==> src/rtl/fpba_pkg.sv <==
`timescale 1ns / 1ps
// ----------------------------------------------------------------------------
// fpba_pkg
// Shared types and constants of the fit policy block allocator.
// ----------------------------------------------------------------------------
package fpba_pkg;

   localparam int NUM_BLOCKS_DEF = 16;

   localparam int SIZE_W      = 16;
   localparam int BLOCK_IDX_W = 4;
   localparam int CSR_IDX_W   = 1;
   localparam int CSR_DATA_W  = 5;
   localparam int MODE_W      = 2;
   localparam int IN_USE_W    = 5;

   localparam logic [IN_USE_W-1:0] IN_USE_RESET = IN_USE_W'(16);

   // register indexes
   localparam logic [CSR_IDX_W-1:0] CSR_FIT_MODE      = 1'b0;
   localparam logic [CSR_IDX_W-1:0] CSR_BLOCKS_IN_USE = 1'b1;

   // item kinds
   localparam logic FUNC_LOAD  = 1'b0;
   localparam logic FUNC_ALLOC = 1'b1;

   typedef enum logic [MODE_W-1:0] {
      FIT_FIRST = 2'd0,
      FIT_BEST  = 2'd1,
      FIT_WORST = 2'd2,
      FIT_NEXT  = 2'd3
   } fit_mode_type;

   typedef enum logic [1:0] {
      ST_IDLE,
      ST_SCAN,
      ST_DONE
   } fpba_state_type;

   typedef struct packed {
      logic capture;   // take the request word
      logic issue;     // read one table entry
      logic commit;    // write back and load the response word
   } fpba_cmd_type;

   typedef struct packed {
      logic scan_done;
      logic out_free;
   } fpba_status_type;

endpackage

==> src/rtl/fpba_ctrl.sv <==
`timescale 1ns / 1ps
// ----------------------------------------------------------------------------
// fpba_ctrl
// Sequencer: accepts a word, walks the table scan for an allocate word, then commits the result.
// ----------------------------------------------------------------------------
module fpba_ctrl
   import fpba_pkg::*;
(
   input  logic            clock,
   input  logic            reset,
   input  logic            req_valid,
   input  logic            req_func,
   output logic            req_stall,
   input  fpba_status_type status,
   output fpba_cmd_type    cmd
);

   fpba_state_type state_ff;
   fpba_state_type state_in;

   always_ff @(posedge clock) begin
      if (reset) begin
         state_ff <= ST_IDLE;
      end else begin
         state_ff <= state_in;
      end
   end

   always_comb begin
      state_in  = state_ff;
      cmd       = '0;
      req_stall = 1'b1;
      unique case (state_ff)
         ST_IDLE: begin
            req_stall = 1'b0;
            if (req_valid) begin
               cmd.capture = 1'b1;
               state_in    = (req_func == FUNC_ALLOC) ? ST_SCAN : ST_DONE;
            end
         end
         ST_SCAN: begin
            // last read data is compared in the cycle the count runs out
            if (!status.scan_done) begin
               cmd.issue = 1'b1;
            end else begin
               state_in = ST_DONE;
            end
         end
         ST_DONE: begin
            if (status.out_free) begin
               cmd.commit = 1'b1;
               state_in   = ST_IDLE;
            end
         end
         default: begin
            state_in = ST_IDLE;
         end
      endcase
   end

endmodule

==> src/rtl/fpba_dp.sv <==
`timescale 1ns / 1ps
// ----------------------------------------------------------------------------
// fpba_dp
// Capacity table, scan pointer, fit compare, config and response registers.
// ----------------------------------------------------------------------------
module fpba_dp
   import fpba_pkg::*;
#(
   parameter int NUM_BLOCKS = NUM_BLOCKS_DEF
) (
   input  logic                   clock,
   input  logic                   reset,
   input  logic                   csr_wr_en,
   input  logic [CSR_IDX_W-1:0]   csr_index,
   input  logic [CSR_DATA_W-1:0]  csr_wr_data,
   input  logic                   req_func,
   input  logic [BLOCK_IDX_W-1:0] req_block_index,
   input  logic [SIZE_W-1:0]      req_size,
   input  logic                   rsp_stall,
   output logic                   rsp_valid,
   output logic                   rsp_granted,
   output logic [BLOCK_IDX_W-1:0] rsp_chosen_block,
   output logic [SIZE_W-1:0]      rsp_remaining,
   input  fpba_cmd_type           cmd,
   output fpba_status_type        status
);

   localparam int IDX_W = (NUM_BLOCKS > 1) ? $clog2(NUM_BLOCKS) : 1;
   localparam int CNT_W = $clog2(NUM_BLOCKS + 1);

   // config
   fit_mode_type              fit_mode_ff;
   logic [IN_USE_W-1:0]       blocks_in_use_ff;

   // table
   logic [SIZE_W-1:0]         mem [NUM_BLOCKS];
   logic [NUM_BLOCKS-1:0]     valid_ff;
   logic                      mem_we;
   logic [IDX_W-1:0]          mem_waddr;
   logic [SIZE_W-1:0]         mem_wdata;
   logic [SIZE_W-1:0]         rd_data_ff;
   logic                      rd_ok_ff;
   logic [IDX_W-1:0]          rd_idx_ff;
   logic                      rd_vld_ff;

   // scan
   logic                      is_alloc_ff;
   logic [SIZE_W-1:0]         size_ff;
   logic [CNT_W-1:0]          count_ff;
   logic [CNT_W-1:0]          count_in;
   logic [CNT_W-1:0]          count_in_use;
   logic [CNT_W-1:0]          left_ff;
   logic [CNT_W-1:0]          left_in;
   logic [IDX_W-1:0]          ptr_ff;
   logic [IDX_W-1:0]          ptr_in;
   logic [IDX_W-1:0]          start_idx;
   logic                      found_ff;
   logic                      found_in;
   logic [SIZE_W-1:0]         best_cap_ff;
   logic [SIZE_W-1:0]         best_cap_in;
   logic [IDX_W-1:0]          best_idx_ff;
   logic [IDX_W-1:0]          best_idx_in;
   logic [BLOCK_IDX_W-1:0]    last_ff;
   logic [SIZE_W-1:0]         cap;
   logic                      fits;
   logic                      take;
   logic                      granted;
   logic [SIZE_W-1:0]         left_cap;
   logic                      load_hit;

   // response register
   logic                      rsp_valid_ff;
   logic                      rsp_valid_in;
   logic                      rsp_granted_ff;
   logic [BLOCK_IDX_W-1:0]    rsp_chosen_ff;
   logic [SIZE_W-1:0]         rsp_remaining_ff;

   // ---------------- config ----------------
   always_ff @(posedge clock) begin
      if (reset) begin
         fit_mode_ff      <= FIT_FIRST;
         blocks_in_use_ff <= IN_USE_RESET;
      end else if (csr_wr_en) begin
         if (csr_index == CSR_FIT_MODE) begin
            fit_mode_ff <= fit_mode_type'(csr_wr_data[MODE_W-1:0]);
         end
         if (csr_index == CSR_BLOCKS_IN_USE) begin
            blocks_in_use_ff <= csr_wr_data[IN_USE_W-1:0];
         end
      end
   end

   // ---------------- scan setup ----------------
   always_comb begin
      if (int'(blocks_in_use_ff) > NUM_BLOCKS) begin
         count_in_use = CNT_W'(NUM_BLOCKS);
      end else begin
         count_in_use = CNT_W'(blocks_in_use_ff);
      end
      // next fit resumes at the last grant when it is still in range
      if (fit_mode_ff == FIT_NEXT && int'(last_ff) < int'(count_in_use)) begin
         start_idx = IDX_W'(last_ff);
      end else begin
         start_idx = '0;
      end
   end

   always_comb begin
      left_in  = left_ff;
      ptr_in   = ptr_ff;
      count_in = count_ff;
      if (cmd.capture) begin
         count_in = count_in_use;
         left_in  = (req_func == FUNC_ALLOC) ? count_in_use : '0;
         ptr_in   = start_idx;
      end else if (cmd.issue) begin
         left_in = left_ff - CNT_W'(1);
         if (CNT_W'(ptr_ff) + CNT_W'(1) == count_ff) begin
            ptr_in = '0;
         end else begin
            ptr_in = ptr_ff + IDX_W'(1);
         end
      end
   end

   // ---------------- fit compare ----------------
   assign cap  = rd_ok_ff ? rd_data_ff : '0;
   assign fits = (cap >= size_ff);

   always_comb begin
      unique case (fit_mode_ff)
         FIT_FIRST: take = fits && !found_ff;
         FIT_NEXT:  take = fits && !found_ff;
         FIT_BEST:  take = fits && (!found_ff || cap <= best_cap_ff);
         FIT_WORST: take = fits && (!found_ff || cap >= best_cap_ff);
         default:   take = 1'b0;
      endcase
   end

   always_comb begin
      found_in    = found_ff;
      best_cap_in = best_cap_ff;
      best_idx_in = best_idx_ff;
      if (cmd.capture) begin
         found_in = 1'b0;
      end else if (rd_vld_ff && take) begin
         found_in    = 1'b1;
         best_cap_in = cap;
         best_idx_in = rd_idx_ff;
      end
   end

   always_ff @(posedge clock) begin
      if (reset) begin
         left_ff   <= '0;
         rd_vld_ff <= 1'b0;
         found_ff  <= 1'b0;
      end else begin
         left_ff   <= left_in;
         rd_vld_ff <= cmd.issue;
         found_ff  <= found_in;
      end
   end

   always_ff @(posedge clock) begin
      count_ff    <= count_in;
      ptr_ff      <= ptr_in;
      best_cap_ff <= best_cap_in;
      best_idx_ff <= best_idx_in;
      if (cmd.capture) begin
         is_alloc_ff <= (req_func == FUNC_ALLOC);
         size_ff     <= req_size;
      end
   end

   // ---------------- table ----------------
   assign granted  = is_alloc_ff && found_ff;
   assign left_cap = best_cap_ff - size_ff;
   assign load_hit = (req_func == FUNC_LOAD) && (int'(req_block_index) < NUM_BLOCKS);

   always_comb begin
      mem_we    = 1'b0;
      mem_waddr = best_idx_ff;
      mem_wdata = left_cap;
      if (cmd.capture) begin
         mem_we    = load_hit;
         mem_waddr = IDX_W'(req_block_index);
         mem_wdata = req_size;
      end else if (cmd.commit) begin
         mem_we = granted;
      end
   end

   always_ff @(posedge clock) begin
      if (mem_we) begin
         mem[mem_waddr] <= mem_wdata;
      end
      rd_data_ff <= mem[ptr_ff];
      rd_ok_ff   <= valid_ff[ptr_ff];
      rd_idx_ff  <= ptr_ff;
   end

   // unwritten entries read as zero capacity
   always_ff @(posedge clock) begin
      if (reset) begin
         valid_ff <= '0;
      end else if (mem_we) begin
         valid_ff[mem_waddr] <= 1'b1;
      end
   end

   always_ff @(posedge clock) begin
      if (reset) begin
         last_ff <= '0;
      end else if (cmd.commit && granted) begin
         last_ff <= BLOCK_IDX_W'(best_idx_ff);
      end
   end

   // ---------------- response ----------------
   assign rsp_valid_in = cmd.commit || (rsp_valid_ff && rsp_stall);

   always_ff @(posedge clock) begin
      if (reset) begin
         rsp_valid_ff <= 1'b0;
      end else begin
         rsp_valid_ff <= rsp_valid_in;
      end
   end

   always_ff @(posedge clock) begin
      if (cmd.commit) begin
         rsp_granted_ff   <= granted;
         rsp_chosen_ff    <= granted ? BLOCK_IDX_W'(best_idx_ff) : '0;
         rsp_remaining_ff <= granted ? left_cap : '0;
      end
   end

   assign rsp_valid        = rsp_valid_ff;
   assign rsp_granted      = rsp_granted_ff;
   assign rsp_chosen_block = rsp_chosen_ff;
   assign rsp_remaining    = rsp_remaining_ff;

   assign status.scan_done = (left_ff == '0);
   assign status.out_free  = !rsp_valid_ff || !rsp_stall;

endmodule

==> src/rtl/fit_policy_block_allocator_top.sv <==
`timescale 1ns / 1ps
// ----------------------------------------------------------------------------
// fit_policy_block_allocator_top
// Fixed-block allocator with first, best, worst and next fit placement.
//
//   channel  direction  handshake             payload
//   req      in         req_valid / req_stall  req_func, req_block_index, req_size
//   rsp      out        rsp_valid / rsp_stall  rsp_granted, rsp_chosen_block,
//                                              rsp_remaining
//   csr      in         csr_wr_en              csr_index, csr_wr_data
//
// One word at a time. A load word skips the scan; an allocate word reads
// every block in use. The table has one read port and the scan reads one
// entry per cycle.
// Reset is synchronous; table entries read as zero until loaded, no clearing.
// A new word is taken while the previous response still waits; a stalled
// response holds the finished word before commit.
// ----------------------------------------------------------------------------
module fit_policy_block_allocator_top
   import fpba_pkg::*;
#(
   parameter int NUM_BLOCKS = NUM_BLOCKS_DEF
) (
   input  logic                   clock,
   input  logic                   reset,
   input  logic                   csr_wr_en,
   input  logic [CSR_IDX_W-1:0]   csr_index,
   input  logic [CSR_DATA_W-1:0]  csr_wr_data,
   input  logic                   req_valid,
   output logic                   req_stall,
   input  logic                   req_func,
   input  logic [BLOCK_IDX_W-1:0] req_block_index,
   input  logic [SIZE_W-1:0]      req_size,
   output logic                   rsp_valid,
   input  logic                   rsp_stall,
   output logic                   rsp_granted,
   output logic [BLOCK_IDX_W-1:0] rsp_chosen_block,
   output logic [SIZE_W-1:0]      rsp_remaining
);

   fpba_cmd_type    cmd;
   fpba_status_type status;

   fpba_ctrl u_ctrl (
      .clock     (clock),
      .reset     (reset),
      .req_valid (req_valid),
      .req_func  (req_func),
      .req_stall (req_stall),
      .status    (status),
      .cmd       (cmd)
   );

   fpba_dp #(
      .NUM_BLOCKS (NUM_BLOCKS)
   ) u_dp (
      .clock            (clock),
      .reset            (reset),
      .csr_wr_en        (csr_wr_en),
      .csr_index        (csr_index),
      .csr_wr_data      (csr_wr_data),
      .req_func         (req_func),
      .req_block_index  (req_block_index),
      .req_size         (req_size),
      .rsp_stall        (rsp_stall),
      .rsp_valid        (rsp_valid),
      .rsp_granted      (rsp_granted),
      .rsp_chosen_block (rsp_chosen_block),
      .rsp_remaining    (rsp_remaining),
      .cmd              (cmd),
      .status           (status)
   );

endmodule
==> config.mk <==
export PLATFORM = sky130hd
export DESIGN_NAME = fit_policy_block_allocator_top
export DESIGN_NICKNAME = d
export VERILOG_FILES = /design/src/rtl/fpba_pkg.sv /design/src/rtl/fpba_ctrl.sv /design/src/rtl/fpba_dp.sv /design/src/rtl/fit_policy_block_allocator_top.sv
export SDC_FILE = /design/constraint.sdc
export NUM_CORES = 1
export LEC_CHECK = 0
export BUFFER_PORTS_ARGS = -buffer_cell sky130_fd_sc_hd__buf_2
export CORE_ASPECT_RATIO = 1.5
export CORE_MARGIN = 2
export CORE_UTILIZATION = 24
export DETAILED_ROUTE_END_ITERATION = 12
export PLACE_DENSITY_LB_ADDON = 0.1
export SLEW_MARGIN = 5
export SYNTH_ARGS = -nofsm -noshare
export SYNTH_HDL_FRONTEND = slang
export SYNTH_SLANG_ARGS = --single-unit
==> constraint.sdc <==
create_clock -name clock -period 5.3 [get_ports clock]
set_input_delay 1.06 -clock clock [delete_from_list [all_inputs] [get_ports clock]]
set_output_delay 1.06 -clock clock [all_outputs]
set_load 0.01 [all_outputs]
# Word-level counts from Yosys, hierarchy flattened

Memory sizes are Yosys's and may differ from the RTL's. A register that Yosys moved wholly into a read port is not among the register bits.
Cells that the tools add are included.
Widths: inputs -> output; s select.

Bits in latches: 0
Register bits: 109
Word-level logic and storage cells: 104
Output and inout bits: 23
Memory bits (writable): 256
ROM bits: 0
Memories kept: 1
Input bits: 32

Memories:

| memory   | depth | bits a word | read ports | clocked after Yosys merged registers in | write ports | line          | source |
|---|---|---|---|---|---|---|---|
| u_dp.mem | 16    | 16          | 1          | 1                                       | 1           | fpba_dp.sv:36 | `logic [SIZE_W-1:0] mem [NUM_BLOCKS];` |

Multiplexer cells: 32
Add/sub/neg operators: 4
Shift-type cells: 0
Bitwise gates (word level): 4
Eq/ne operators: 9
Divide/modulo/power cells: 0
Magnitude comparators: 8
Reductions and logical operators: 26
Multiply operators: 0

Operators by type and width:

| kind                | count |
|---|---|
| $ge 16x16->1        | 2 |
| $mux 16             | 2 |
| $mux 4              | 5 |
| $mux 5              | 4 |
| $le 16x16->1        | 1 |
| $or 16x16->16       | 1 |
| $sub 16x16->16      | 1 |
| $mux 1              | 13 |
| $lt 4x5->1 const B  | 2 |
| $logic_and 1x1->1   | 9 |
| $mux 2              | 4 |
| $eq 2x2->1 const B  | 3 |
| $pmux 2 s3          | 1 |
| $reduce_and 2->1    | 3 |
| $add 4x1->5 const B | 1 |
| $eq 5x5->1          | 1 |
| $gt 5x5->1 const B  | 1 |
| $logic_not 5->1     | 1 |
| $lt 4x5->1          | 1 |
| $sub 5x1->5 const B | 1 |
| $add 4x1->4 const B | 1 |
| $bmux 1 s4          | 1 |
| $demux 1 s4         | 1 |
| $eq 2x1->1 const B  | 2 |
| 11 further kinds    | 21 |

# Longest topological paths before layout

Gate-level depths: netlist of run 1.

Depth in word-level cells: 8
Mapped depth: 9
Mapped depth without buffers: 9

# Cells and area by module

Synthesis of run 1 repeated with hierarchy kept, for this count alone.

Cells, all modules: 974
Area, all modules: 15886.5 µm²

Modules (own cells, without submodules):

| module    | instances | seq. area each (µm²) | cells an instance | area each (µm²) |
|---|---|---|---|---|
| fpba_dp   | 1         | 10820.4              | 961               | 15753.9 |
| fpba_ctrl | 1         | 40.0                 | 13                | 132.6 |

# Worst setup path before layout of run 1

OpenSTA, ideal clock, no wires.

Path type: register to register
From: register u_dp.rd_ok_ff
To: register u_dp.best_cap_ff[0] (enable)
Required time: 4.869 ns
Path buffers: 1
Data arrival time: 3.603 ns
Library setup time: 0.431 ns
Path slack: 1.266 ns
Period minus slack after synthesis: 4.034 ns
Cell stages (with the launch flop): 10
Cell sequence: dfxtp_1 clkbuf_1 and2_1 ha_1 a211oi_2 nor2_1 a2111oi_0 o21ai_0 xor2_1 a221oi_1

Cells in the longest elaborated chain, start to end: 7
Elaborated cells between the ends (all ways): 12
Those cells by class: order compare: 3; mux: 2; reduce/logical: 7

Ends and longest elaborated chain:

| element                                             | line                           | source |
|---|---|---|
| start: declaration                                  | fpba_dp.sv:42                  | `logic rd_ok_ff;` |
| start signal: assignment                            | fpba_dp.sv:199                 | `rd_ok_ff <= valid_ff[ptr_ff];` |
| $mux 16 (*)                                         | fpba_dp.sv:127                 | `assign cap = rd_ok_ff ? rd_data_ff : '0;` |
| named net u_dp.cap[5]                               | fpba_dp.sv:64                  | `logic [SIZE_W-1:0] cap;` |
| $ge 16x16->1 / $le 16x16->1 (equally long branches) | fpba_dp.sv:135, fpba_dp.sv:134 |  |
| $logic_or 1x1->1 (on tied branches)                 | fpba_dp.sv:135, fpba_dp.sv:134 |  |
| $logic_and 1x1->1 (on tied branches)                | fpba_dp.sv:135, fpba_dp.sv:134 |  |
| $pmux 1 s3 (*)                                      | fpba_dp.sv:131                 | `unique case (fit_mode_ff)` |
| $logic_and 1x1->1 (*)                               | fpba_dp.sv:146                 | `end else if (rd_vld_ff && take) begin` |
| $reduce_and 2->1 (no line) (*)                      | n/a                            |  |
| end signal: assignment                              | fpba_dp.sv:168                 | `best_cap_ff <= best_cap_in;` |
| end: declaration                                    | fpba_dp.sv:59                  | `logic [SIZE_W-1:0] best_cap_ff;` |

The timed path passes the listed nets; every way through them passes the cells marked *.
A chain may end at the register's enable or synchronous reset.

# Final worst setup path of run 1

From: register u_dp.rd_ok_ff
To: register u_dp.best_cap_ff[4] (enable)

The elaborated chain is that of the path after synthesis.

==> impl_metrics.env, run 1 <==
export IMPL_status="finished, final reports clean"
export IMPL_via_per_inst=4.46
export IMPL_fillers=6771
export IMPL_clock_sinks=381
export IMPL_rsz0062_at_grt="no"
export IMPL_io_buffers=54
export IMPL_grt_pass1_wl_mm=70.0
export IMPL_synth_edf_count=323
export IMPL_drtPass1Iterations=5
export IMPL_detailed_place_hpwl_mm=31.6
export IMPL_synth_ff_type="edfxtp_1"
export IMPL_reg2reg_to="u_dp.best_cap_ff[4]$_DFFE_PP_"
export IMPL_rows=116
export IMPL_placed_cells=2060
export IMPL_synth_most_common_cell="edfxtp_1"
export IMPL_yosysWarnings=0
export IMPL_final_net_count=1303
export IMPL_worstPathRequired_ns=5.46
export IMPL_area_growth_pct=17.7
export IMPL_globalplace_congestion=0.777
export IMPL_gr_total_overflow=0
export IMPL_reg2reg_depth=8
export IMPL_grt_pass1_vias=10039
export IMPL_cts_path_max_buffers=3
export IMPL_die_w_um=217
export IMPL_slew_viol_final=0
export IMPL_wl_per_cell_um=22.5
export IMPL_yosys_top_cells_count="edfxtp_1, nand2_1, nor2_1"
export IMPL_grt_usage_pct=13.9
export IMPL_num_vias=9520
export IMPL_power_density_nw_per_um2=384
export IMPL_cts_setup_buffers=0
export IMPL_synthCells=1126
export IMPL_grt_max_degree=58
export IMPL_start_util_pct=24.3
export IMPL_syn_area_sq_um=16300
export IMPL_critPathCapture="u_dp.best_cap_ff[4]$_DFFE_PP_"
export IMPL_synth_area_per_cell_sq_um=14.5
export IMPL_num_antenna_cells=0
export IMPL_ctsHoldBuffers=0
export IMPL_place_area_sq_um=17800
export IMPL_setup_viol=0
export IMPL_drt_wl_total_mm=47.9
export IMPL_criticalPathCategory="flop to flop"
export IMPL_synthArstFlopShare_pct=0
export IMPL_ys_ff_latch=381
export IMPL_cts_tree="yes"
export IMPL_die_y_um=323
export IMPL_mappedNetlistNets=1212
export IMPL_clk_pin_slew_ns=0.06
export IMPL_yosys_area_top_type_share_pct=59.6
export IMPL_slew_headroom_pct=18.6
export IMPL_pin_count=55
export IMPL_r2r_setup_slack_ns=1.28
export IMPL_cts_made_buffers=40
export IMPL_crit_fanout=20
export IMPL_final_layout_size_suffix_gt1_share_pct=19.0
export IMPL_synthDistinctLibCells=73
export IMPL_root_buffer="clkbuf_16"
export IMPL_post_route_period_util_pct=75.9
export IMPL_arrival_ns=4.18
export IMPL_drt_iter0_drc=528
export IMPL_setup_tns_ns=0
export IMPL_design_area_sq_um=19200
export IMPL_start_kind="flop"
export IMPL_antenna_found_initial=1
export IMPL_final_cells=2134
export IMPL_r2r_start="u_dp.rd_ok_ff$_DFF_P_"
export IMPL_die_area_sq_um=70000
export IMPL_end_kind="flop"
export IMPL_fin_worst_skew_ns=0.0205
export IMPL_drv_cap=0
export IMPL_detail_route_antenna_nets=0
export IMPL_finalHoldViolations=0
export IMPL_min_period_ns=4.02
export IMPL_finish_utilization_pct=28.6
export IMPL_cts_resized=0
export IMPL_synth_top_area_cell="edfxtp_1"
export IMPL_synth_area_leaders="edfxtp_1, dfxtp_1, mux4_2, ha_1, mux2i_1"
export IMPL_clk_latency_ns=0.56
export IMPL_ir_drop_uv=192
export IMPL_crit_start="u_dp.rd_ok_ff$_DFF_P_"
export IMPL_htreeDepth=2
export IMPL_hold_path_class="flop to flop"
export IMPL_seq_area_frac_synth_pct=66.7
export IMPL_leakage_nw=6.80
export IMPL_drc_errors=0
export IMPL_fmax_mhz=249
export IMPL_tightest_slew_ns=1.22
export IMPL_core_area_sq_um=66900
==> routing by layer <==
layer  share of wire, %  wire (um)  GRT usage (%)
met1                 39      18800           15.4
met2                 54      25800           26.3
met3                2.9       1400           1.82
met4                4.1       1960           6.06
met5                  0          0              0
==> per-stage QoR <==
step	hold slack, ns	power (W)	setup slack [ns]
2_1_floorplan	0.371	0.00414	1.27
3_3_place_gp	0.388	0.00457	0.949
3_5_place_dp	0.390	0.00456	0.980
4_1_cts	0.401	0.00750	0.960
5_1_grt	0.415	0.00768	0.844
6_report	0.401	0.00735	1.28
==> power by group <==
| group | total, W | internal (W) | switching (W) |
|---|---|---|---|
| clock network | 0.00288 | 0.00166 | 0.00122 |
| logic | 0.000994 | 0.000346 | 0.000648 |
| registers | 0.00347 | 0.00342 | 0.0000512 |
| total | 0.00735 | 0.00543 | 0.00192 |
==> kinds of logic after synthesis <==
family                     count (synthesis)  synth area share (%)
DFF                                      381                  66.7
and+or+nand+nor                          237                  6.87
AOI/OAI and AO/OA                        229                  9.22
muxes                                    108                  9.39
buffers and inverters                     96                  2.47
adders and majority gates                 54                  4.20
xor gates and xnor gates                  21                  1.13
==> worst min-delay path by stage <==
stage | depth (start not counted) | slack (ns) | to | start
detailed placement | 0 | 0.39 | u_dp.best_idx_ff[3]$_DFFE_PP_ | u_dp.rd_idx_ff[3]$_DFF_P_
global placement | 0 | 0.39 | u_dp.best_idx_ff[0]$_DFFE_PP_ | u_dp.rd_idx_ff[0]$_DFF_P_
floorplan | 0 | 0.37 | u_dp.rd_idx_ff[0]$_DFF_P_ | u_dp.ptr_ff[0]$_DFFE_PP_
CTS | 0 | 0.40 | u_dp.best_idx_ff[3]$_DFFE_PP_ | u_dp.rd_idx_ff[3]$_DFF_P_
finish | 0 | 0.40 | u_dp.best_idx_ff[3]$_DFFE_PP_ | u_dp.rd_idx_ff[3]$_DFF_P_
global route | 0 | 0.41 | u_dp.best_idx_ff[1]$_DFFE_PP_ | u_dp.rd_idx_ff[1]$_DFF_P_
==> critical path: stages (launching register included) <==
cell,delay [ns]
dfxtp_1,0.65
and2_1,0.27
ha_1,0.28
a211oi_2,0.25
nor2_1,0.07
a2111oi_0,0.67
o21ai_0,0.23
xor2_1,0.20
a221oi_4,1.01
==> area by class of cell <==
cell class | instances | area (sq um) | share of cell area, %
Clock inverter | 24 | 233 | 1.21
Timing Repair Buffer | 92 | 593 | 3.10
Sequential cell | 381 | 10900 | 56.7
Tap cell | 885 | 1110 | 5.78
Multi-Input combinational cell | 649 | 5080 | 26.5
Clock buffer | 50 | 1090 | 5.69
Inverter | 53 | 199 | 1.04
==> sequential cells by signal, indices dropped and copies added, names as in the netlist, 5 cells and up <==
register,cells
u_dp.best_cap_ff,16
u_dp.blocks_in_use_ff,5
u_dp.count_ff,5
u_dp.left_ff,5
u_dp.mem,256
u_dp.rd_data_ff,16
u_dp.rsp_remaining,16
u_dp.size_ff,16
u_dp.valid_ff,16
==> placed cells by master, fill, tap and decap left out, types with 21 or more instances in the layout <==
cell,count
a21oi_1,64
and2_1,21
buf_2,54
buf_4,35
clkbuf_16,41
dfxtp_1,58
edfxtp_1,323
ha_1,53
inv_1,51
mux2i_1,59
mux4_2,34
nand2_1,79
nor2_1,53
o21ai_0,55
Note: power is estimated with default switching activity, not from simulation.
==> inputs of run 2 (changes only) <==
--- a/config.mk
+++ b/config.mk
@@ -5,6 +5,7 @@
 export SDC_FILE = /design/constraint.sdc
 export NUM_CORES = 1
 export LEC_CHECK = 0
+export ABC_AREA = 1
 export BUFFER_PORTS_ARGS = -buffer_cell sky130_fd_sc_hd__buf_2
 export CORE_ASPECT_RATIO = 1.5
 export CORE_MARGIN = 2
==> constraint.sdc (replaced) <==
create_clock -name clock -period 3.7 [get_ports clock]
set_input_delay 0.74 -clock clock [delete_from_list [all_inputs] [get_ports clock]]
set_output_delay 0.74 -clock clock [all_outputs]
set_load 0.01 [all_outputs]
==> impl_metrics.env, run 2 <==
export IMPL_status="finished, final reports clean"
export IMPL_drtPass1Iterations=5
export IMPL_crit_chain="inv_1 > ha_1 > fa_1 > nand3b_1 > nand2_1 > a21boi_0 > xor2_1 > o21ai_1"
export IMPL_die_y_um=322
export IMPL_r2r_start="u_dp.best_cap_ff[0]$_DFFE_PP_"
export IMPL_slew_headroom_pct=23.0
export IMPL_largest_reg_flops=256
export IMPL_cts_setup_buffers=0
export IMPL_hold_path_class="primary input to flop"
export IMPL_whs_ns=0.390
export IMPL_globalplace_congestion=0.766
export IMPL_grt_use_met3_pct=1.75
export IMPL_final_layout_size_suffix_gt1_share_pct=12.5
export IMPL_use_met2_pct=27.3
export IMPL_yosys_area_top_type_share_pct=60.1
export IMPL_tightest_slew_ns=1.15
export IMPL_cts_resized=0
export IMPL_use_met1_pct=16.5
export IMPL_io_buffers=54
export IMPL_grt_usage_pct=14.4
export IMPL_cpMaxStageDelayCell="o21ai_1"
export IMPL_worstPathRequired_ns=3.90
export IMPL_r2r_setup_slack_ns=0.67
export IMPL_crit_fanout=16
export IMPL_drt_iter0_drc=619
export IMPL_die_w_um=216
export IMPL_start_kind="flop"
export IMPL_drt_wl_total_mm=49.9
export IMPL_final_net_count=1600
export IMPL_num_vias=10781
export IMPL_post_route_period_util_pct=82.0
export IMPL_crit_family="compound AO/OA/AOI/OAI gates"
export IMPL_yosysWarnings=0
export IMPL_critical_path_buf_inv_count=1
export IMPL_drv_cap=0
export IMPL_root_buffer="clkbuf_16"
export IMPL_mappedNetlistNets=1516
export IMPL_design_area_sq_um=19000
export IMPL_setup_tns_ns=0
export IMPL_final_cells=2430
export IMPL_detail_route_antenna_nets=0
export IMPL_via_per_inst=4.44
export IMPL_htreeDepth=2
export IMPL_antenna_found_initial=0
export IMPL_regMostFlops="u_dp.mem"
export IMPL_wl_per_cell_um=20.5
export IMPL_grt_max_degree=138
export IMPL_synthArstFlopShare_pct=0
export IMPL_grt_pass1_vias=10903
export IMPL_cts_tree="yes"
export IMPL_placed_cells=2357
export IMPL_fmax_mhz=330
export IMPL_synth_edf_count=323
export IMPL_detailed_place_hpwl_mm=31.8
export IMPL_leakage_nw=7.03
export IMPL_reg2reg_depth=8
export IMPL_synth_most_common_cell="edfxtp_1"
export IMPL_synthCells=1430
export IMPL_synth_area_leaders="edfxtp_1, dfxtp_1, nand2_1, ha_1, o21ai_0"
export IMPL_die_area_sq_um=69400
export IMPL_core_area_sq_um=66600
export IMPL_gr_total_overflow=0
export IMPL_criticalPathCategory="flop to flop"
export IMPL_slew_viol_final=0
export IMPL_area_growth_pct=17.9
export IMPL_clock_sinks=381
export IMPL_critPathCapture="u_dp.mem[13][6]$_DFFE_PP_"
export IMPL_power_density_nw_per_um2=595
export IMPL_cp_depth=8
export IMPL_rows=116
export IMPL_slowest_delay_ns=0.90
export IMPL_arrival_ns=3.24
export IMPL_crit_start="u_dp.best_cap_ff[0]$_DFFE_PP_"
export IMPL_final_common_cell="edfxtp_1"
export IMPL_fin_worst_skew_ns=0.0322
export IMPL_ir_drop_uv=338
export IMPL_syn_area_sq_um=16100
export IMPL_worst_slack_ns=0.665
export IMPL_final_cell_mix="edfxtp_1, nand2_1, nor2_1"
export IMPL_synth_area_per_cell_sq_um=11.3
export IMPL_synth_ff_type="edfxtp_1"
export IMPL_place_area_sq_um=17800
export IMPL_reg2reg_to="u_dp.mem[13][6]$_DFFE_PP_"
export IMPL_drc_errors=0
export IMPL_synthDistinctLibCells=38
export IMPL_clk_pin_slew_ns=0.06
export IMPL_yosys_top_cells_count="edfxtp_1, nand2_1, nor2_1"
export IMPL_grt_busiest_layer="met2"
export IMPL_seq_area_frac_synth_pct=67.3
export IMPL_setup_viol=0
export IMPL_dp_slack_ns=0.544
export IMPL_ctsHoldBuffers=0
export IMPL_cts_path_max_buffers=3
export IMPL_ys_ff_latch=381
export IMPL_num_antenna_cells=0
export IMPL_end_kind="flop"
export IMPL_grt_pass1_wl_mm=73.0
export IMPL_rsz0062_at_grt="no"
export IMPL_pin_count=55
export IMPL_start_util_pct=24.2
export IMPL_clk_latency_ns=0.57
export IMPL_synth_top_area_cell="edfxtp_1"
export IMPL_cts_made_buffers=40
export IMPL_finalHoldViolations=0
export IMPL_min_period_ns=3.03
[run 2: per-stage QoR]
stage / power [W] / util, %
global route: 0.0119 / 28.6
floorplan: 0.00655 / -
global placement: 0.00753 / 26.7
CTS: 0.0115 / 28.6
detailed placement: 0.00754 / 26.7
finish: 0.0113 / 28.6
[run 2: worst reg2reg max path, cell delays in order (launching register included)]
cell and delay, ns:
edfxtp_1 0.35, inv_1 0.06, ha_1 0.21, fa_1 0.41, nand3b_1 0.17, nand2_1 0.18
a21boi_0 0.20, xor2_1 0.20, o21ai_1 0.90
[run 2: worst min-delay path by stage]
stage,startpoint,end,slack (ns),cells past startpoint
after floorplan,u_dp.ptr_ff[1]$_DFFE_PP_,u_dp.rd_idx_ff[1]$_DFF_P_,0.37,0
after global placement,u_dp.rd_idx_ff[0]$_DFF_P_,u_dp.best_idx_ff[0]$_DFFE_PP_,0.39,0
after detailed placement,u_dp.rd_idx_ff[3]$_DFF_P_,u_dp.best_idx_ff[3]$_DFFE_PP_,0.39,0
after CTS,req_size[1],u_dp.size_ff[1]$_DFFE_PP_,0.35,1
after global routing,req_size[1],u_dp.size_ff[1]$_DFFE_PP_,0.37,1
final,req_size[1],u_dp.size_ff[1]$_DFFE_PP_,0.39,1
[run 2: cells by family (layout without fill, tap and decap cells)]
logic type	count (synthesis)	count (layout)	share of synthesized area (%)
XOR/XNOR	21	21	1.14
AND/OR/NAND/NOR	511	511	12.9
AO/OA/AOI/OAI	280	280	10.1
adder cells (fa/ha/maj)	54	54	4.23
flip-flops	381	381	67.3
buffers and inverters	183	298	4.38
[run 2: power by group]
group          internal, W  switching, W  total [W]
sequential         0.00504      0.000133    0.00517
clock              0.00222       0.00172    0.00394
combinational     0.000652       0.00156    0.00221
[run 2: cell type report]
type                       instances  area (sq um)
fill                            6854         47600
sequential                       381         10900
multi-input combinational        866          4640
clock buffer                      64          1160
tap                              885          1110
timing repair buffer             105           728
inverter                         120           453
clock inverter                     9          81.3
[run 2: layer usage]
metal | vias up | part of all wire (%)
met3 | 64 | 2.9
met2 | 187 | 54
met5 | - | 0
met1 | 5329 | 41
li1 | 5201 | -
met4 | 0 | 2.8
==> inputs of run 3 (changes only) <==
--- a/config.mk
+++ b/config.mk
@@ -5,7 +5,7 @@
 export SDC_FILE = /design/constraint.sdc
 export NUM_CORES = 1
 export LEC_CHECK = 0
-export ABC_AREA = 1
+export ABC_AREA = 0
 export BUFFER_PORTS_ARGS = -buffer_cell sky130_fd_sc_hd__buf_2
 export CORE_ASPECT_RATIO = 1.5
 export CORE_MARGIN = 2
==> constraint.sdc (replaced) <==
create_clock -name clock -period 3 [get_ports clock]
set_input_delay 0.6 -clock clock [delete_from_list [all_inputs] [get_ports clock]]
set_output_delay 0.6 -clock clock [all_outputs]
set_load 0.01 [all_outputs]
==> impl_metrics.env, run 3 (same netlist as run 1, synthesis figures left out) <==
export IMPL_final_cell_mix="edfxtp_1, buf_4, nand2_1"
export IMPL_regMostFlops="u_dp.mem"
export IMPL_grt_pass1_vias=10369
export IMPL_worstPathRequired_ns=3.28
export IMPL_crit_fanout=8
export IMPL_fin_worst_skew_ns=0.0184
export IMPL_final_cells=2206
export IMPL_setup_tns_ns=0
export IMPL_regArea_sq_um=10900
export IMPL_multi_input_area_sq_um=5110
export IMPL_cts_tree="yes"
export IMPL_detailed_place_hpwl_mm=32.5
export IMPL_finalHoldViolations=0
export IMPL_grt_pass1_wl_mm=67.1
export IMPL_drt_iter0_drc=492
export IMPL_fmax_mhz=350
export IMPL_die_w_um=217
export IMPL_root_buffer="clkbuf_16"
export IMPL_hold_depth=1
export IMPL_leakage_nw=7.22
export IMPL_globalplace_congestion=0.771
export IMPL_whs_ns=0.230
export IMPL_slew_headroom_pct=23.8
export IMPL_drc_errors=0
export IMPL_htreeDepth=2
export IMPL_final_net_count=1374
export IMPL_die_area_sq_um=70000
export IMPL_final_layout_size_suffix_gt1_share_pct=23.5
export IMPL_placed_cells=2127
export IMPL_ir_drop_uv=451
export IMPL_final_common_cell="edfxtp_1"
export IMPL_wl_per_cell_um=20.5
export IMPL_clock_sinks=381
export IMPL_end_kind="flop"
export IMPL_start_kind="flop"
export IMPL_drt_wl_total_mm=45.1
export IMPL_reg2reg_to="u_dp.mem[6][12]$_DFFE_PP_"
export IMPL_criticalPathCategory="flop to flop"
export IMPL_detail_route_antenna_nets=0
export IMPL_setup_viol=0
export IMPL_clk_pin_slew_ns=0.07
export IMPL_gr_total_overflow=0
export IMPL_fillers=6764
export IMPL_drtPass1Iterations=5
export IMPL_area_growth_pct=22.3
export IMPL_drv_cap=0
export IMPL_io_buffers=54
export IMPL_start_util_pct=24.3
export IMPL_largest_reg_flops=256
export IMPL_min_period_ns=2.85
export IMPL_r2r_start="u_dp.best_cap_ff[7]$_DFFE_PP_"
export IMPL_ctsHoldBuffers=0
export IMPL_cts_made_buffers=41
export IMPL_hold_start="req_size[12]"
export IMPL_core_area_sq_um=66900
export IMPL_cts_path_max_buffers=3
export IMPL_via_per_inst=4.34
export IMPL_rows=116
export IMPL_worstHoldEndpoint="u_dp.size_ff[12]$_DFFE_PP_"
export IMPL_num_antenna_cells=0
export IMPL_post_route_period_util_pct=95.1
export IMPL_reg2reg_depth=10
export IMPL_power_density_nw_per_um2=667
export IMPL_pin_count=55
export IMPL_arrival_ns=3.13
export IMPL_clk_latency_ns=0.56
export IMPL_grt_usage_pct=13.0
export IMPL_r2r_setup_slack_ns=0.15
export IMPL_num_vias=9566
export IMPL_hold_path_class="primary input to flop"
export IMPL_die_y_um=323
export IMPL_tightest_slew_ns=1.14
export IMPL_slew_viol_final=0
export IMPL_status="finished, final reports clean"
export IMPL_grt_max_degree=38
export IMPL_antenna_found_initial=0
## run 3: changes by cell type in the layout (fill, tap and decap cells not counted), moves of 44 or more
cell / previous run / this run
buf_4: 45 / 91
inv_1: 112 / 51
mux2i_1: 0 / 59
nand2_1: 253 / 79
nand3_1: 58 / 14
nor2_1: 152 / 53
o21ai_0: 122 / 55
## run 3: repair_timing
action,4_1_cts,5_1_grt
gates cloned,0,1
setup buffers,0,2
setup endpoints to repair,36,36
pin swaps,0,2
resized for setup,2,9
## run 3: where the power goes
group,internal (W),leakage [nW],switching [W]
sequential,0.00604,3.43,0.0000918
combinational,0.000766,3.12,0.00117
clock,0.00309,0.672,0.00211
## run 3: routing by layer
layer | wire length, um | global-route usage [%] | up-vias
met2 | 24400 | 25.0 | 133
met3 | 1180 | 1.81 | 68
li1 | - | - | 4619
met4 | 1510 | 5.02 | 0
met5 | 0 | 0 | -
met1 | 18000 | 14.2 | 4746
## run 3: worst max path at each step
stage,from,end,slack [ns]
after floorplan,u_dp.rd_ok_ff$_DFF_P_,u_dp.best_cap_ff[0]$_DFFE_PP_,0.02
after global placement,u_dp.rd_ok_ff$_DFF_P_,u_dp.best_idx_ff[2]$_DFFE_PP_,-0.06
after detailed placement,u_dp.rd_ok_ff$_DFF_P_,u_dp.best_idx_ff[2]$_DFFE_PP_,-0.08
after CTS,u_dp.rd_ok_ff$_DFF_P_,u_dp.best_cap_ff[12]$_DFFE_PP_,0.02
after global routing,u_dp.size_ff[0]$_DFFE_PP_,u_dp.mem[6][12]$_DFFE_PP_,-0.007
final,u_dp.best_cap_ff[7]$_DFFE_PP_,u_dp.mem[6][12]$_DFFE_PP_,0.15
## run 3: through the flow
step | power (W) | worst slack (ns) | instance area (sq um) | utilization (%)
3_3_place_gp | 0.00821 | -0.0578 | 18500 | 27.6
6_report | 0.0133 | 0.147 | 19900 | 29.8
5_1_grt | 0.0139 | -0.00664 | 19900 | 29.8
3_5_place_dp | 0.00821 | -0.0784 | 18500 | 27.6
2_1_floorplan | 0.00732 | 0.0185 | 16300 | -
4_1_cts | 0.0135 | 0.0195 | 19900 | 29.7
## run 3: critical path: stages (launching register included)
cell and delay, ns:
edfxtp_1 0.40, ha_1 0.40, a211o_1 0.34, or3_1 0.30
o21ai_1 0.18, buf_4 0.17, o21ai_1 0.09, xnor2_1 0.24
o21ai_2 0.09, buf_4 0.17, buf_2 0.19
## run 3: area by class of cell
class	instances	share of cell area [%]
sequential	381	54.5
multi-input combinational	649	25.6
timing repair buffer	162	6.38
clock buffer	60	5.98
tap	885	5.56
inverter	53	0.999
clock inverter	16	0.892
